## config.mk

```make
export PLATFORM = sky130hd
export DESIGN_NAME = pwm_channel_allocator
export DESIGN_NICKNAME = d
export VERILOG_FILES = /design/src/rtl/pwmca_pkg.sv /design/src/rtl/pwmca_ram.sv /design/src/rtl/pwm_channel_allocator.sv
export SDC_FILE = /design/constraint.sdc
export NUM_CORES = 1
export LEC_CHECK = 0
export BUFFER_PORTS_ARGS = -buffer_cell sky130_fd_sc_hd__buf_2
export CORE_MARGIN = 5
export CORE_UTILIZATION = 45
export DETAILED_ROUTE_END_ITERATION = 6
export PLACE_DENSITY_LB_ADDON = 0.05
export SYNTH_ARGS = -nofsm -noshare
export SYNTH_HDL_FRONTEND = slang
export SYNTH_SLANG_ARGS = --single-unit
```

## constraint.sdc

```tcl
create_clock -name clock -period 4.2 [get_ports clock]
set_clock_uncertainty 0.15 [all_clocks]
set_input_delay 0.84 -clock clock [delete_from_list [all_inputs] [get_ports clock]]
set_output_delay 0.84 -clock clock [all_outputs]
set_load 0.02 [all_outputs]
```

## src/rtl/pwmca_pkg.sv

```systemverilog
// ----------------------------------------------------------------------------
// pwmca_pkg
// shared types and constants of the pwm channel allocator
// ----------------------------------------------------------------------------
package pwmca_pkg;

   // pool sizes
   localparam int CHANNELS = 16;
   localparam int PINS     = 64;
   localparam int PIN_AW   = (PINS > 1) ? $clog2(PINS) : 1;

   // field widths
   localparam int ACTION_W = 2;
   localparam int PIN_W    = 6;
   localparam int FREQ_W   = 16;
   localparam int RES_W    = 5;
   localparam int DUTY_W   = 16;
   localparam int STATUS_W = 3;
   localparam int CHAN_W   = 4;
   localparam int CMD_W    = 2;
   localparam int PCNT_W   = 7;

   // configuration port
   localparam int CSR_IDX_W  = 2;
   localparam int CSR_DATA_W = 16;

   localparam logic [CSR_IDX_W-1:0] CSR_PIN_COUNT      = 2'd0;
   localparam logic [CSR_IDX_W-1:0] CSR_MAX_FREQUENCY  = 2'd1;
   localparam logic [CSR_IDX_W-1:0] CSR_MAX_RESOLUTION = 2'd2;

   localparam logic [PCNT_W-1:0] PIN_COUNT_RESET      = 7'd40;
   localparam logic [FREQ_W-1:0] MAX_FREQUENCY_RESET  = 16'd40000;
   localparam logic [RES_W-1:0]  MAX_RESOLUTION_RESET = 5'd16;
   localparam logic [RES_W-1:0]  RES_CEILING          = 5'd16;
   localparam logic [PCNT_W-1:0] PIN_LIMIT            = PCNT_W'(PINS);

   // actions
   localparam logic [ACTION_W-1:0] ACT_INIT  = 2'd0;
   localparam logic [ACTION_W-1:0] ACT_WRITE = 2'd1;
   localparam logic [ACTION_W-1:0] ACT_STOP  = 2'd2;

   // status codes
   localparam logic [STATUS_W-1:0] ST_OK         = 3'd0;
   localparam logic [STATUS_W-1:0] ST_BAD_PIN    = 3'd1;
   localparam logic [STATUS_W-1:0] ST_BAD_FREQ   = 3'd2;
   localparam logic [STATUS_W-1:0] ST_BAD_RES    = 3'd3;
   localparam logic [STATUS_W-1:0] ST_NO_CHANNEL = 3'd4;
   localparam logic [STATUS_W-1:0] ST_NOT_INIT   = 3'd5;

   // generator commands
   localparam logic [CMD_W-1:0] CMD_NONE   = 2'd0;
   localparam logic [CMD_W-1:0] CMD_ATTACH = 2'd1;
   localparam logic [CMD_W-1:0] CMD_DUTY   = 2'd2;
   localparam logic [CMD_W-1:0] CMD_DETACH = 2'd3;

   typedef struct packed {
      logic [ACTION_W-1:0] action;
      logic [PIN_W-1:0]    pin;
      logic [FREQ_W-1:0]   frequency;
      logic [RES_W-1:0]    resolution;
      logic [DUTY_W-1:0]   duty;
   } req_type;

   typedef struct packed {
      logic [STATUS_W-1:0] status;
      logic [CHAN_W-1:0]   channel;
      logic [CMD_W-1:0]    command;
      logic [FREQ_W-1:0]   frequency_out;
      logic [RES_W-1:0]    resolution_out;
      logic [DUTY_W-1:0]   duty_out;
   } rsp_type;

endpackage

```

## src/rtl/pwmca_ram.sv

```systemverilog
// ----------------------------------------------------------------------------
// pwmca_ram
// generic one-write one-read ram with registered read data
// ----------------------------------------------------------------------------
module pwmca_ram #(
   parameter int WIDTH = 8,
   parameter int DEPTH = 16
) (
   input  logic                             clock,
   input  logic                             wr_en,
   input  logic [$clog2(DEPTH > 1 ? DEPTH : 2)-1:0] wr_addr,
   input  logic [WIDTH-1:0]                 wr_data,
   input  logic [$clog2(DEPTH > 1 ? DEPTH : 2)-1:0] rd_addr,
   output logic [WIDTH-1:0]                 rd_data
);

   logic [WIDTH-1:0] mem [DEPTH];
   logic [WIDTH-1:0] rd_data_ff;

   always_ff @(posedge clock) begin
      if (wr_en) begin
         mem[wr_addr] <= wr_data;
      end
      rd_data_ff <= mem[rd_addr];
   end

   assign rd_data = rd_data_ff;

endmodule

```

## src/rtl/pwm_channel_allocator.sv

```systemverilog
// ----------------------------------------------------------------------------
// pwm_channel_allocator
// assigns pwm generator channels to pins and issues generator commands
// ----------------------------------------------------------------------------
// Each item (init, write or stop) is accepted in state IDLE: the accept edge
// starts a read of the pin-to-channel ram, and in the next cycle (state EXEC)
// the entry is checked, the ram and the channel busy bits are updated and the
// result is registered. The result shows on rsp_item for exactly one cycle
// with rsp_valid high, in the first cycle with busy low again; start may be
// high in that same cycle, so a new item is taken as soon as the last result
// shows, not before. The receiver cannot stall: capture rsp_item whenever
// rsp_valid is high. Every item gives one result, also on error (status
// non-zero, command none, other fields zero).
// The configuration registers are written through csr_valid/csr_ready, which
// is always ready; write them only while no item is in flight. No clearing
// pass follows reset: the pin map valid bits and channel busy bits sit in
// flops.
// ----------------------------------------------------------------------------
module pwm_channel_allocator (
   input  logic                                clock,
   input  logic                                reset,
   // item in
   input  logic                                start,
   output logic                                busy,
   input  pwmca_pkg::req_type                  req_item,
   // result out
   output logic                                rsp_valid,
   output pwmca_pkg::rsp_type                  rsp_item,
   // configuration
   input  logic                                csr_valid,
   output logic                                csr_ready,
   input  logic [pwmca_pkg::CSR_IDX_W-1:0]     csr_index,
   input  logic [pwmca_pkg::CSR_DATA_W-1:0]    csr_data
);

   // sequencer states
   localparam logic S_IDLE = 1'b0;
   localparam logic S_EXEC = 1'b1;

   logic state_ff, state_in;

   // configuration registers
   logic [pwmca_pkg::PCNT_W-1:0] pin_count_ff;
   logic [pwmca_pkg::FREQ_W-1:0] max_frequency_ff;
   logic [pwmca_pkg::RES_W-1:0]  max_resolution_ff;

   // latched item
   pwmca_pkg::req_type req_ff;

   // per-pin valid bits, per-channel busy bits
   logic [pwmca_pkg::PINS-1:0]     pin_valid_ff, pin_valid_in;
   logic [pwmca_pkg::CHANNELS-1:0] chan_busy_ff, chan_busy_in;

   // result register
   logic               rsp_valid_ff, rsp_valid_in;
   pwmca_pkg::rsp_type rsp_ff, rsp_in;

   // pin map ram
   logic                            map_wr_en;
   logic [pwmca_pkg::PIN_AW-1:0]    map_wr_addr;
   logic [pwmca_pkg::CHAN_W-1:0]    map_wr_data;
   logic [pwmca_pkg::PIN_AW-1:0]    map_rd_addr;
   logic [pwmca_pkg::CHAN_W-1:0]    map_rd_data;

   logic                          accept;
   logic [pwmca_pkg::PIN_AW-1:0]  pin_idx;
   logic                          pin_ok;
   logic                          entry_valid;
   logic [pwmca_pkg::RES_W-1:0]   res_max;
   logic                          freq_ok;
   logic                          res_ok;
   logic                          free_found;
   logic [pwmca_pkg::CHAN_W-1:0]  free_chan;

   assign accept    = start && (state_ff == S_IDLE);
   assign busy      = (state_ff != S_IDLE);
   assign csr_ready = 1'b1;
   assign rsp_valid = rsp_valid_ff;
   assign rsp_item  = rsp_ff;

   // read the map entry of the incoming pin at the accept edge
   assign map_rd_addr = req_item.pin[pwmca_pkg::PIN_AW-1:0];

   pwmca_ram #(
      .WIDTH (pwmca_pkg::CHAN_W),
      .DEPTH (pwmca_pkg::PINS)
   ) u_pin_map (
      .clock   (clock),
      .wr_en   (map_wr_en),
      .wr_addr (map_wr_addr),
      .wr_data (map_wr_data),
      .rd_addr (map_rd_addr),
      .rd_data (map_rd_data)
   );

   // checks on the latched item
   assign pin_idx     = req_ff.pin[pwmca_pkg::PIN_AW-1:0];
   assign pin_ok      = ({1'b0, req_ff.pin} < pin_count_ff)
                     && ({1'b0, req_ff.pin} < pwmca_pkg::PIN_LIMIT);
   assign entry_valid = pin_valid_ff[pin_idx];
   assign res_max     = (max_resolution_ff > pwmca_pkg::RES_CEILING)
                        ? pwmca_pkg::RES_CEILING : max_resolution_ff;
   assign freq_ok     = (req_ff.frequency != '0)
                     && (req_ff.frequency <= max_frequency_ff);
   assign res_ok      = (req_ff.resolution != '0) && (req_ff.resolution <= res_max);

   // lowest free channel
   always_comb begin
      free_found = 1'b0;
      free_chan  = '0;
      for (int i = pwmca_pkg::CHANNELS - 1; i >= 0; i--) begin
         if (!chan_busy_ff[i]) begin
            free_found = 1'b1;
            free_chan  = pwmca_pkg::CHAN_W'(i);
         end
      end
   end

   // execute step: decide the result and the write-back
   always_comb begin
      state_in     = state_ff;
      rsp_valid_in = 1'b0;
      rsp_in       = rsp_ff;
      pin_valid_in = pin_valid_ff;
      chan_busy_in = chan_busy_ff;
      map_wr_en    = 1'b0;
      map_wr_addr  = pin_idx;
      map_wr_data  = free_chan;

      case (state_ff)
         S_IDLE: begin
            if (accept) begin
               state_in = S_EXEC;
            end
         end
         S_EXEC: begin
            state_in     = S_IDLE;
            rsp_valid_in = 1'b1;
            rsp_in       = '0;
            rsp_in.status  = pwmca_pkg::ST_OK;
            rsp_in.command = pwmca_pkg::CMD_NONE;
            if (req_ff.action == pwmca_pkg::ACT_INIT || req_ff.action == pwmca_pkg::ACT_WRITE
                || req_ff.action == pwmca_pkg::ACT_STOP) begin
               if (!pin_ok) begin
                  rsp_in.status = pwmca_pkg::ST_BAD_PIN;
               end else if (req_ff.action == pwmca_pkg::ACT_INIT) begin
                  if (!freq_ok) begin
                     rsp_in.status = pwmca_pkg::ST_BAD_FREQ;
                  end else if (!res_ok) begin
                     rsp_in.status = pwmca_pkg::ST_BAD_RES;
                  end else if (entry_valid) begin
                     // re-attach the channel the pin already holds
                     rsp_in.channel        = map_rd_data;
                     rsp_in.command        = pwmca_pkg::CMD_ATTACH;
                     rsp_in.frequency_out  = req_ff.frequency;
                     rsp_in.resolution_out = req_ff.resolution;
                  end else if (free_found) begin
                     // claim the lowest free channel
                     chan_busy_in[free_chan] = 1'b1;
                     pin_valid_in[pin_idx]   = 1'b1;
                     map_wr_en               = 1'b1;
                     rsp_in.channel          = free_chan;
                     rsp_in.command          = pwmca_pkg::CMD_ATTACH;
                     rsp_in.frequency_out    = req_ff.frequency;
                     rsp_in.resolution_out   = req_ff.resolution;
                  end else begin
                     rsp_in.status = pwmca_pkg::ST_NO_CHANNEL;
                  end
               end else if (!entry_valid) begin
                  rsp_in.status = pwmca_pkg::ST_NOT_INIT;
               end else if (req_ff.action == pwmca_pkg::ACT_WRITE) begin
                  rsp_in.channel  = map_rd_data;
                  rsp_in.command  = pwmca_pkg::CMD_DUTY;
                  rsp_in.duty_out = req_ff.duty;
               end else begin
                  // stop: free the channel and drop the pin mapping
                  if (32'(map_rd_data) < pwmca_pkg::CHANNELS) begin
                     chan_busy_in[map_rd_data] = 1'b0;
                  end
                  pin_valid_in[pin_idx] = 1'b0;
                  rsp_in.channel        = map_rd_data;
                  rsp_in.command        = pwmca_pkg::CMD_DETACH;
               end
            end
         end
         default: begin
            state_in = S_IDLE;
         end
      endcase
   end

   // control registers
   always_ff @(posedge clock) begin
      if (reset) begin
         state_ff     <= S_IDLE;
         rsp_valid_ff <= 1'b0;
         pin_valid_ff <= '0;
         chan_busy_ff <= '0;
      end else begin
         state_ff     <= state_in;
         rsp_valid_ff <= rsp_valid_in;
         pin_valid_ff <= pin_valid_in;
         chan_busy_ff <= chan_busy_in;
      end
   end

   // configuration registers
   always_ff @(posedge clock) begin
      if (reset) begin
         pin_count_ff      <= pwmca_pkg::PIN_COUNT_RESET;
         max_frequency_ff  <= pwmca_pkg::MAX_FREQUENCY_RESET;
         max_resolution_ff <= pwmca_pkg::MAX_RESOLUTION_RESET;
      end else if (csr_valid && csr_ready) begin
         case (csr_index)
            pwmca_pkg::CSR_PIN_COUNT: begin
               pin_count_ff <= csr_data[pwmca_pkg::PCNT_W-1:0];
            end
            pwmca_pkg::CSR_MAX_FREQUENCY: begin
               max_frequency_ff <= csr_data[pwmca_pkg::FREQ_W-1:0];
            end
            pwmca_pkg::CSR_MAX_RESOLUTION: begin
               max_resolution_ff <= csr_data[pwmca_pkg::RES_W-1:0];
            end
            default: begin
            end
         endcase
      end
   end

   // payload registers
   always_ff @(posedge clock) begin
      if (accept) begin
         req_ff <= req_item;
      end
      rsp_ff <= rsp_in;
   end

endmodule

```

==> results_dict.tcl, run 1 <==
set metrics [dict create \
    finalCritPeriodShare 0.867 \
    place.port_buffers 114 \
    vdd_ir_drop_max_mv 0.335 \
    fp.dieArea_sq_mm 0.0472 \
    post_cts_setup_buffer_count 0 \
    post_synth_inst_count 1329 \
    root_buffer "sky130_fd_sc_hd__clkbuf_16" \
    grt_setup_unrepaired "no" \
    detail-route-antenna-nets 0 \
    grt_first_pass_wirelength_microns 73200 \
    critical_path.max_fanout 70 \
    most_used_dff_post_synth "sky130_fd_sc_hd__edfxtp_1" \
    grt_util_all_layers 0.201 \
    swShare 0.224 \
    r2r_setup_slack_ns 0.56 \
    clockPowerShare 0.425 \
    worst_pin_slew_ns 0.962 \
    wl_per_cell_microns 23.5 \
    floorplan.io_pins 116 \
    run_status "complete, no violations" \
    report.final.setup_viol 0 \
    cap_violations 0 \
    core_area_sq_mm 0.0428 \
    postSynthRegisterBits 461 \
    crit_required_ns 4.54 \
    mappedNetlistNets 1422 \
    num_vias 11900 \
    arrival_ns 3.99 \
    final_period_minus_worst_setup_slack_ns 3.64 \
    grt_max_degree 83 \
    area.growth.synth_to_final_pct 14.6 \
    postCtsHoldBufs 0 \
    detailedPlacementHpwl_microns 31300 \
    synth_cell_types 60 \
    vias_in_the_first_global_route 11900 \
    post_cts_resized 0 \
    vias_per_inst 5.82 \
    std_cell_rows 76 \
    clock_tree.htree_level_count 2 \
    final_net_count 1548 \
    detail_route.wirelength_microns 47900 \
    cts.sink_count 461 \
    hp-class "primary input to register" \
    netSwitchingPower_mw 2.10 \
    power.internal_mw 7.28 \
    endpoint_type_of_the_worst_setup_path "register" \
    initial_antenna_violation_count 2 \
    post-layout-total-power_mw 9.39 \
    timing_worst_setup_path_type "register to register" \
    fmax_mhz 274 \
    firstDrtPassIters 7 \
    seqPwrFrac 0.527 \
    synth-seq-area-share 0.657 \
    clock_path_buffers 3 \
    antennaDiodeCount 0 \
    yosysWarnings 0 \
    slew-limit-headroom 0.359 \
    synth_top_cells_by_area "sky130_fd_sc_hd__edfxtp_1 54%, sky130_fd_sc_hd__dfxtp_1 12%, sky130_fd_sc_hd__mux4_2 11%" \
    detailedRoute.firstIterationViolations 987 \
    synth_enable_flop_cells 347 \
    grt.overflow.total 0 \
    timing.setup.tns_ns 0 \
    clock_pin_slew_worst_setup_and_hold_paths_ns 0.06 \
    power.combinational.fraction 0.048 \
    slowest_stage "sky130_fd_sc_hd__edfxtp_1" \
    final_layout_size_suffix_gt1_frac 0.235 \
    remaining_drc_errors 0 \
    cpLargestDelayFamily "simple AND/OR/NAND/NOR gates" \
    cts-buffers-inserted 48 \
    crit_path_cell_trace "or3b_2, a21boi_0, o41ai_1, nand4_1, or2_0, buf_4, o31ai_4, buf_12, nand4b_1, o31ai_1" \
    synth_area_per_cell_sq_um 14.6 \
    tritoncts "yes" \
    floorplan.initialDensity 0.452 \
    gp_routability_congestion 0.806 \
    mappedNetlistArea_sq_mm 0.0193 \
    final-max-slew-violation-count 0 \
    clkLatencyLatePin_ns 0.59 \
    nature_of_the_critical_path_startpoint "register" \
    chipWidth_microns 217 \
    path_buf_inv 2 \
    critical-path-max-stage-delay_ns 0.89 \
    post-synth-top-area-fraction 0.539 \
    synth_top_cell_by_area "sky130_fd_sc_hd__edfxtp_1" \
    synth_async_sr_flop_share 0 \
    floorplan.die.height_microns 217 \
    number_of_failing_hold_endpoints_at_the_final_stage 0 \
    power_per_cell_area_mw_per_mm2 423 \
    power.static_leakage_nw 7.63 \
]
==> layer usage <==
metal | vias to the layer above | global-route usage | routed length [microns]
li1 | 5467 | - | -
met1 | 6041 | 0.280 | 21000
met2 | 306 | 0.327 | 23300
met3 | 64 | 0.0424 | 2710
met4 | 4 | 0.0520 | 963
met5 | - | 0 | 26
==> layout by cell type (no fill, tap or decap), types with 23 or more instances in the layout <==
| master | instances |
|---|---|
| sky130_fd_sc_hd__edfxtp_1 | 347 |
| sky130_fd_sc_hd__nor2_1 | 142 |
| sky130_fd_sc_hd__dfxtp_1 | 113 |
| sky130_fd_sc_hd__buf_2 | 113 |
| sky130_fd_sc_hd__mux4_2 | 94 |
| sky130_fd_sc_hd__a211oi_1 | 64 |
| sky130_fd_sc_hd__nand2_1 | 61 |
| sky130_fd_sc_hd__clkbuf_16 | 49 |
| sky130_fd_sc_hd__buf_4 | 47 |
| sky130_fd_sc_hd__and2_1 | 42 |
| sky130_fd_sc_hd__a21oi_1 | 37 |
| sky130_fd_sc_hd__a31oi_1 | 35 |
| sky130_fd_sc_hd__a41oi_1 | 33 |
| sky130_fd_sc_hd__inv_1 | 29 |
| sky130_fd_sc_hd__ha_1 | 26 |
| sky130_fd_sc_hd__nand3_1 | 23 |
==> metrics by stage <==
step	cell area (sq um)	utilization	instances	hold slack, ns	worst slack (ns)
2_1_floorplan	19300	-	1329	0.286	0.424
3_3_place_gp	20700	0.484	1951	0.297	0.591
3_5_place_dp	20700	0.484	1951	0.301	0.530
4_1_cts	22200	0.518	2041	0.247	0.505
5_1_grt	22200	0.518	2041	0.253	0.346
6_report	22200	0.518	2041	0.285	0.557
==> final timing paths <==
kind,start,to,cells after the start
hold reg to reg,max_frequency_ff[5],max_frequency_ff[5],2
setup / recovery,map_wr_addr[2],chan_busy_ff[8],10
setup reg to reg,map_wr_addr[2],chan_busy_ff[8],10
hold / removal,req_item[18],req_ff[18],1
==> worst register-to-register path: stages, from the launching register on <==
cell and delay, ns:
sky130_fd_sc_hd__edfxtp_1 0.89, sky130_fd_sc_hd__or3b_2 0.24, sky130_fd_sc_hd__a21boi_0 0.09, sky130_fd_sc_hd__o41ai_1 0.39, sky130_fd_sc_hd__nand4_1 0.24, sky130_fd_sc_hd__or2_0 0.30
sky130_fd_sc_hd__buf_4 0.19, sky130_fd_sc_hd__o31ai_4 0.22, sky130_fd_sc_hd__buf_12 0.31, sky130_fd_sc_hd__nand4b_1 0.32, sky130_fd_sc_hd__o31ai_1 0.23
==> area by class of cell <==
cell class,count,area [sq um]
clock buffer,60,1270
sequential,461,12700
timing repair buffer,166,1040
tap,546,683
clock inverter,30,196
fill,3621,20600
inverter,33,124
multi-input combinational,745,6160
==> logic make-up after synthesis <==
logic type,after synthesis,share of synthesized area
simple gates,369,0.0944
xor+xnor,1,0.000453
compound gates,243,0.0894
mux,105,0.115
flops,461,0.657
fa+ha+maj,26,0.0168
other cells,1,0.000194
buf+inv,123,0.0268
==> cells in the mapped netlist (30+ instances only) <==
cell type                    n
sky130_fd_sc_hd__a31oi_1    35
sky130_fd_sc_hd__a211oi_1   64
sky130_fd_sc_hd__and2_1     42
sky130_fd_sc_hd__edfxtp_1  347
sky130_fd_sc_hd__nor2_1    143
sky130_fd_sc_hd__mux4_2     94
sky130_fd_sc_hd__clkbuf_1   55
sky130_fd_sc_hd__dfxtp_1   114
sky130_fd_sc_hd__a41oi_1    33
sky130_fd_sc_hd__inv_1      30
sky130_fd_sc_hd__a21oi_1    37
sky130_fd_sc_hd__nand2_1    61
==> power by group through the flow <==
stage	sequential [mW]	combinational (mW)	clock, mW
2_1_floorplan	5.05	0.266	0
5_1_grt	4.95	0.490	4.28
4_1_cts	4.95	0.455	4.09
3_3_place_gp	5.04	0.452	0
3_5_place_dp	5.05	0.453	0
6_report	4.95	0.449	3.99
(Power assumes the default switching activity.)
==> inputs of run 2 (changes only) <==
--- a/config.mk
+++ b/config.mk
@@ -5,11 +5,13 @@
 export SDC_FILE = /design/constraint.sdc
 export NUM_CORES = 1
 export LEC_CHECK = 0
+export ABC_CLOCK_PERIOD_IN_PS = 4200
 export BUFFER_PORTS_ARGS = -buffer_cell sky130_fd_sc_hd__buf_2
 export CORE_MARGIN = 5
 export CORE_UTILIZATION = 45
 export DETAILED_ROUTE_END_ITERATION = 6
 export PLACE_DENSITY_LB_ADDON = 0.05
+export RECOVER_POWER = 50
 export SYNTH_ARGS = -nofsm -noshare
 export SYNTH_HDL_FRONTEND = slang
 export SYNTH_SLANG_ARGS = --single-unit
==> run 2 against run 1 <==
Global-route usage unchanged. Highest routed layer unchanged. Cell count unchanged. Largest power group unchanged. The run now ends with max-capacitance violations, max-slew violations left. Worst hold slack about the same.
==> results_dict.tcl, run 2 (synthesis results as in run 1) <==
set metrics [dict create \
    run_status "finished with violations" \
    violations_in_the_final_reports "max-capacitance violations, max-slew violations" \
    power.static_leakage_nw 7.45 \
    floorplan.die.height_microns 217 \
    vias_in_the_first_global_route 11900 \
    detailedPlacementHpwl_microns 31300 \
    hold_depth 1 \
    layout.cells.most_common "sky130_fd_sc_hd__edfxtp_1" \
    clkLatencyLatePin_ns 0.59 \
    clock_tree.htree_level_count 2 \
    fp.dieArea_sq_mm 0.0472 \
    firstDrtPassIters 5 \
    critical_path.max_fanout 31 \
    postCtsHoldBufs 0 \
    grt_util_all_layers 0.201 \
    path_buf_inv 1 \
    wl_per_cell_microns 23.6 \
    power_per_cell_area_mw_per_mm2 425 \
    arrival_ns 3.76 \
    clock_pin_slew_worst_setup_and_hold_paths_ns 0.06 \
    gp_routability_congestion 0.806 \
    nature_of_the_critical_path_startpoint "register" \
    detail_route.wirelength_microns 48100 \
    number_of_failing_hold_endpoints_at_the_final_stage 0 \
    slew-limit-headroom -0.251 \
    detailedRoute.firstIterationViolations 1005 \
    critical-path-max-stage-delay_ns 1.53 \
    timing_worst_setup_path_type "register to register" \
    worst_pin_slew_ns 1.88 \
    chipWidth_microns 217 \
    final_net_count 1548 \
    cts-buffers-inserted 48 \
    post_cts_resized 0 \
    worst-r2r-cell-count 2 \
    final_layout_size_suffix_gt1_frac 0.194 \
    floorplan.io_pins 116 \
    endpoint_type_of_the_worst_setup_path "register" \
    floorplan.initialDensity 0.452 \
    fmax_mhz 270 \
    vdd_ir_drop_max_mv 0.336 \
    antennaDiodeCount 0 \
    layout_common_cells "347 x sky130_fd_sc_hd__edfxtp_1, 143 x sky130_fd_sc_hd__nor2_1, 114 x sky130_fd_sc_hd__dfxtp_1" \
    cap_violations 7 \
    grt.overflow.total 0 \
    grt_setup_unrepaired "no" \
    dpl_worst_slack_ns 0.530 \
    smallest_setup_slack_after_layout_ns 0.493 \
    stdcell_area_sq_mm 0.0221 \
    number_of_cells_on_the_critical_path 2 \
    num_vias 11900 \
    placedInstanceArea_sq_mm 0.0207 \
    cts.sink_count 461 \
    clock_path_buffers 3 \
    vias_per_inst 5.85 \
    core_area_sq_mm 0.0428 \
    area.growth.synth_to_final_pct 14.0 \
    tritoncts "yes" \
    root_buffer "sky130_fd_sc_hd__clkbuf_16" \
    post_cts_setup_buffer_count 0 \
    report.final.setup_viol 0 \
    detail-route-antenna-nets 0 \
    timing.setup.tns_ns 0 \
    std_cell_rows 76 \
    hp-class "primary input to register" \
    slowest_stage "sky130_fd_sc_hd__nor2b_1" \
    crit_required_ns 4.26 \
    final.hold.worst_slack_ns 0.285 \
    final-max-slew-violation-count 199 \
    placed_cells_incl_taps 1951 \
    finalNonFillerCells 2041 \
    grt_max_degree 83 \
    place.port_buffers 114 \
    crit_path_cell_trace "nor2b_1, clkbuf_2" \
    remaining_drc_errors 0 \
    final_period_minus_worst_setup_slack_ns 3.71 \
    initial_antenna_violation_count 2 \
    cpLargestDelayFamily "simple AND/OR/NAND/NOR gates" \
    finalCritPeriodShare 0.883 \
    grt_first_pass_wirelength_microns 73200 \
]
## run 2: cell count changes in the layout (fill, tap and decap cells not counted), moves of 5 or more
cell                       before  now
sky130_fd_sc_hd__buf_4         47   40
sky130_fd_sc_hd__clkbuf_1      11   67
sky130_fd_sc_hd__clkbuf_2       0    5
sky130_fd_sc_hd__buf_2        113   59
## run 2: path summary, 6_finish.rpt
path                             from                  end  slack, ns
hold / removal           req_item[18]           req_ff[18]       0.28
setup / recovery                 busy           req_ff[13]       0.49
setup reg to reg                 busy           req_ff[13]       0.49
hold reg to reg   max_frequency_ff[5]  max_frequency_ff[5]       0.31
## run 2: layer usage
metal / up-vias / routed length [microns] / part of all wire / global-route usage
met2: 322 / 23100 / 0.48 / 0.327
met1: 6077 / 21100 / 0.44 / 0.280
met5: - / 26 / 0.00054 / 0
met3: 68 / 2860 / 0.059 / 0.0424
li1: 5468 / - / - / -
met4: 4 / 988 / 0.021 / 0.0520
## run 2: through the flow
stage	util	total power [mW]
finish	0.515	9.37
global route	0.515	9.72
CTS	0.518	9.49
detailed placement	0.484	5.50
global placement	0.484	5.50
floorplan	-	5.32
## run 2: power by group
group / total [mW] / switching [mW] / internal, mW
combinational: 0.442 / 0.291 / 0.151
clock: 3.98 / 1.77 / 2.22
sequential: 4.95 / 0.0384 / 4.91
## run 2: worst register-to-register path: stages (launching register included)
cell and delay [ns]:
sky130_fd_sc_hd__dfxtp_1 0.76, sky130_fd_sc_hd__nor2b_1 1.54, sky130_fd_sc_hd__clkbuf_2 0.86
## run 2: cell type report
type	count	area [sq um]
clock inverters	30	196
inverters	33	124
clock buffers	60	1270
well taps	546	683
fillers	3651	20700
repair buffers	166	951
flip-flops and latches	461	12700
multi-input cells	745	6130
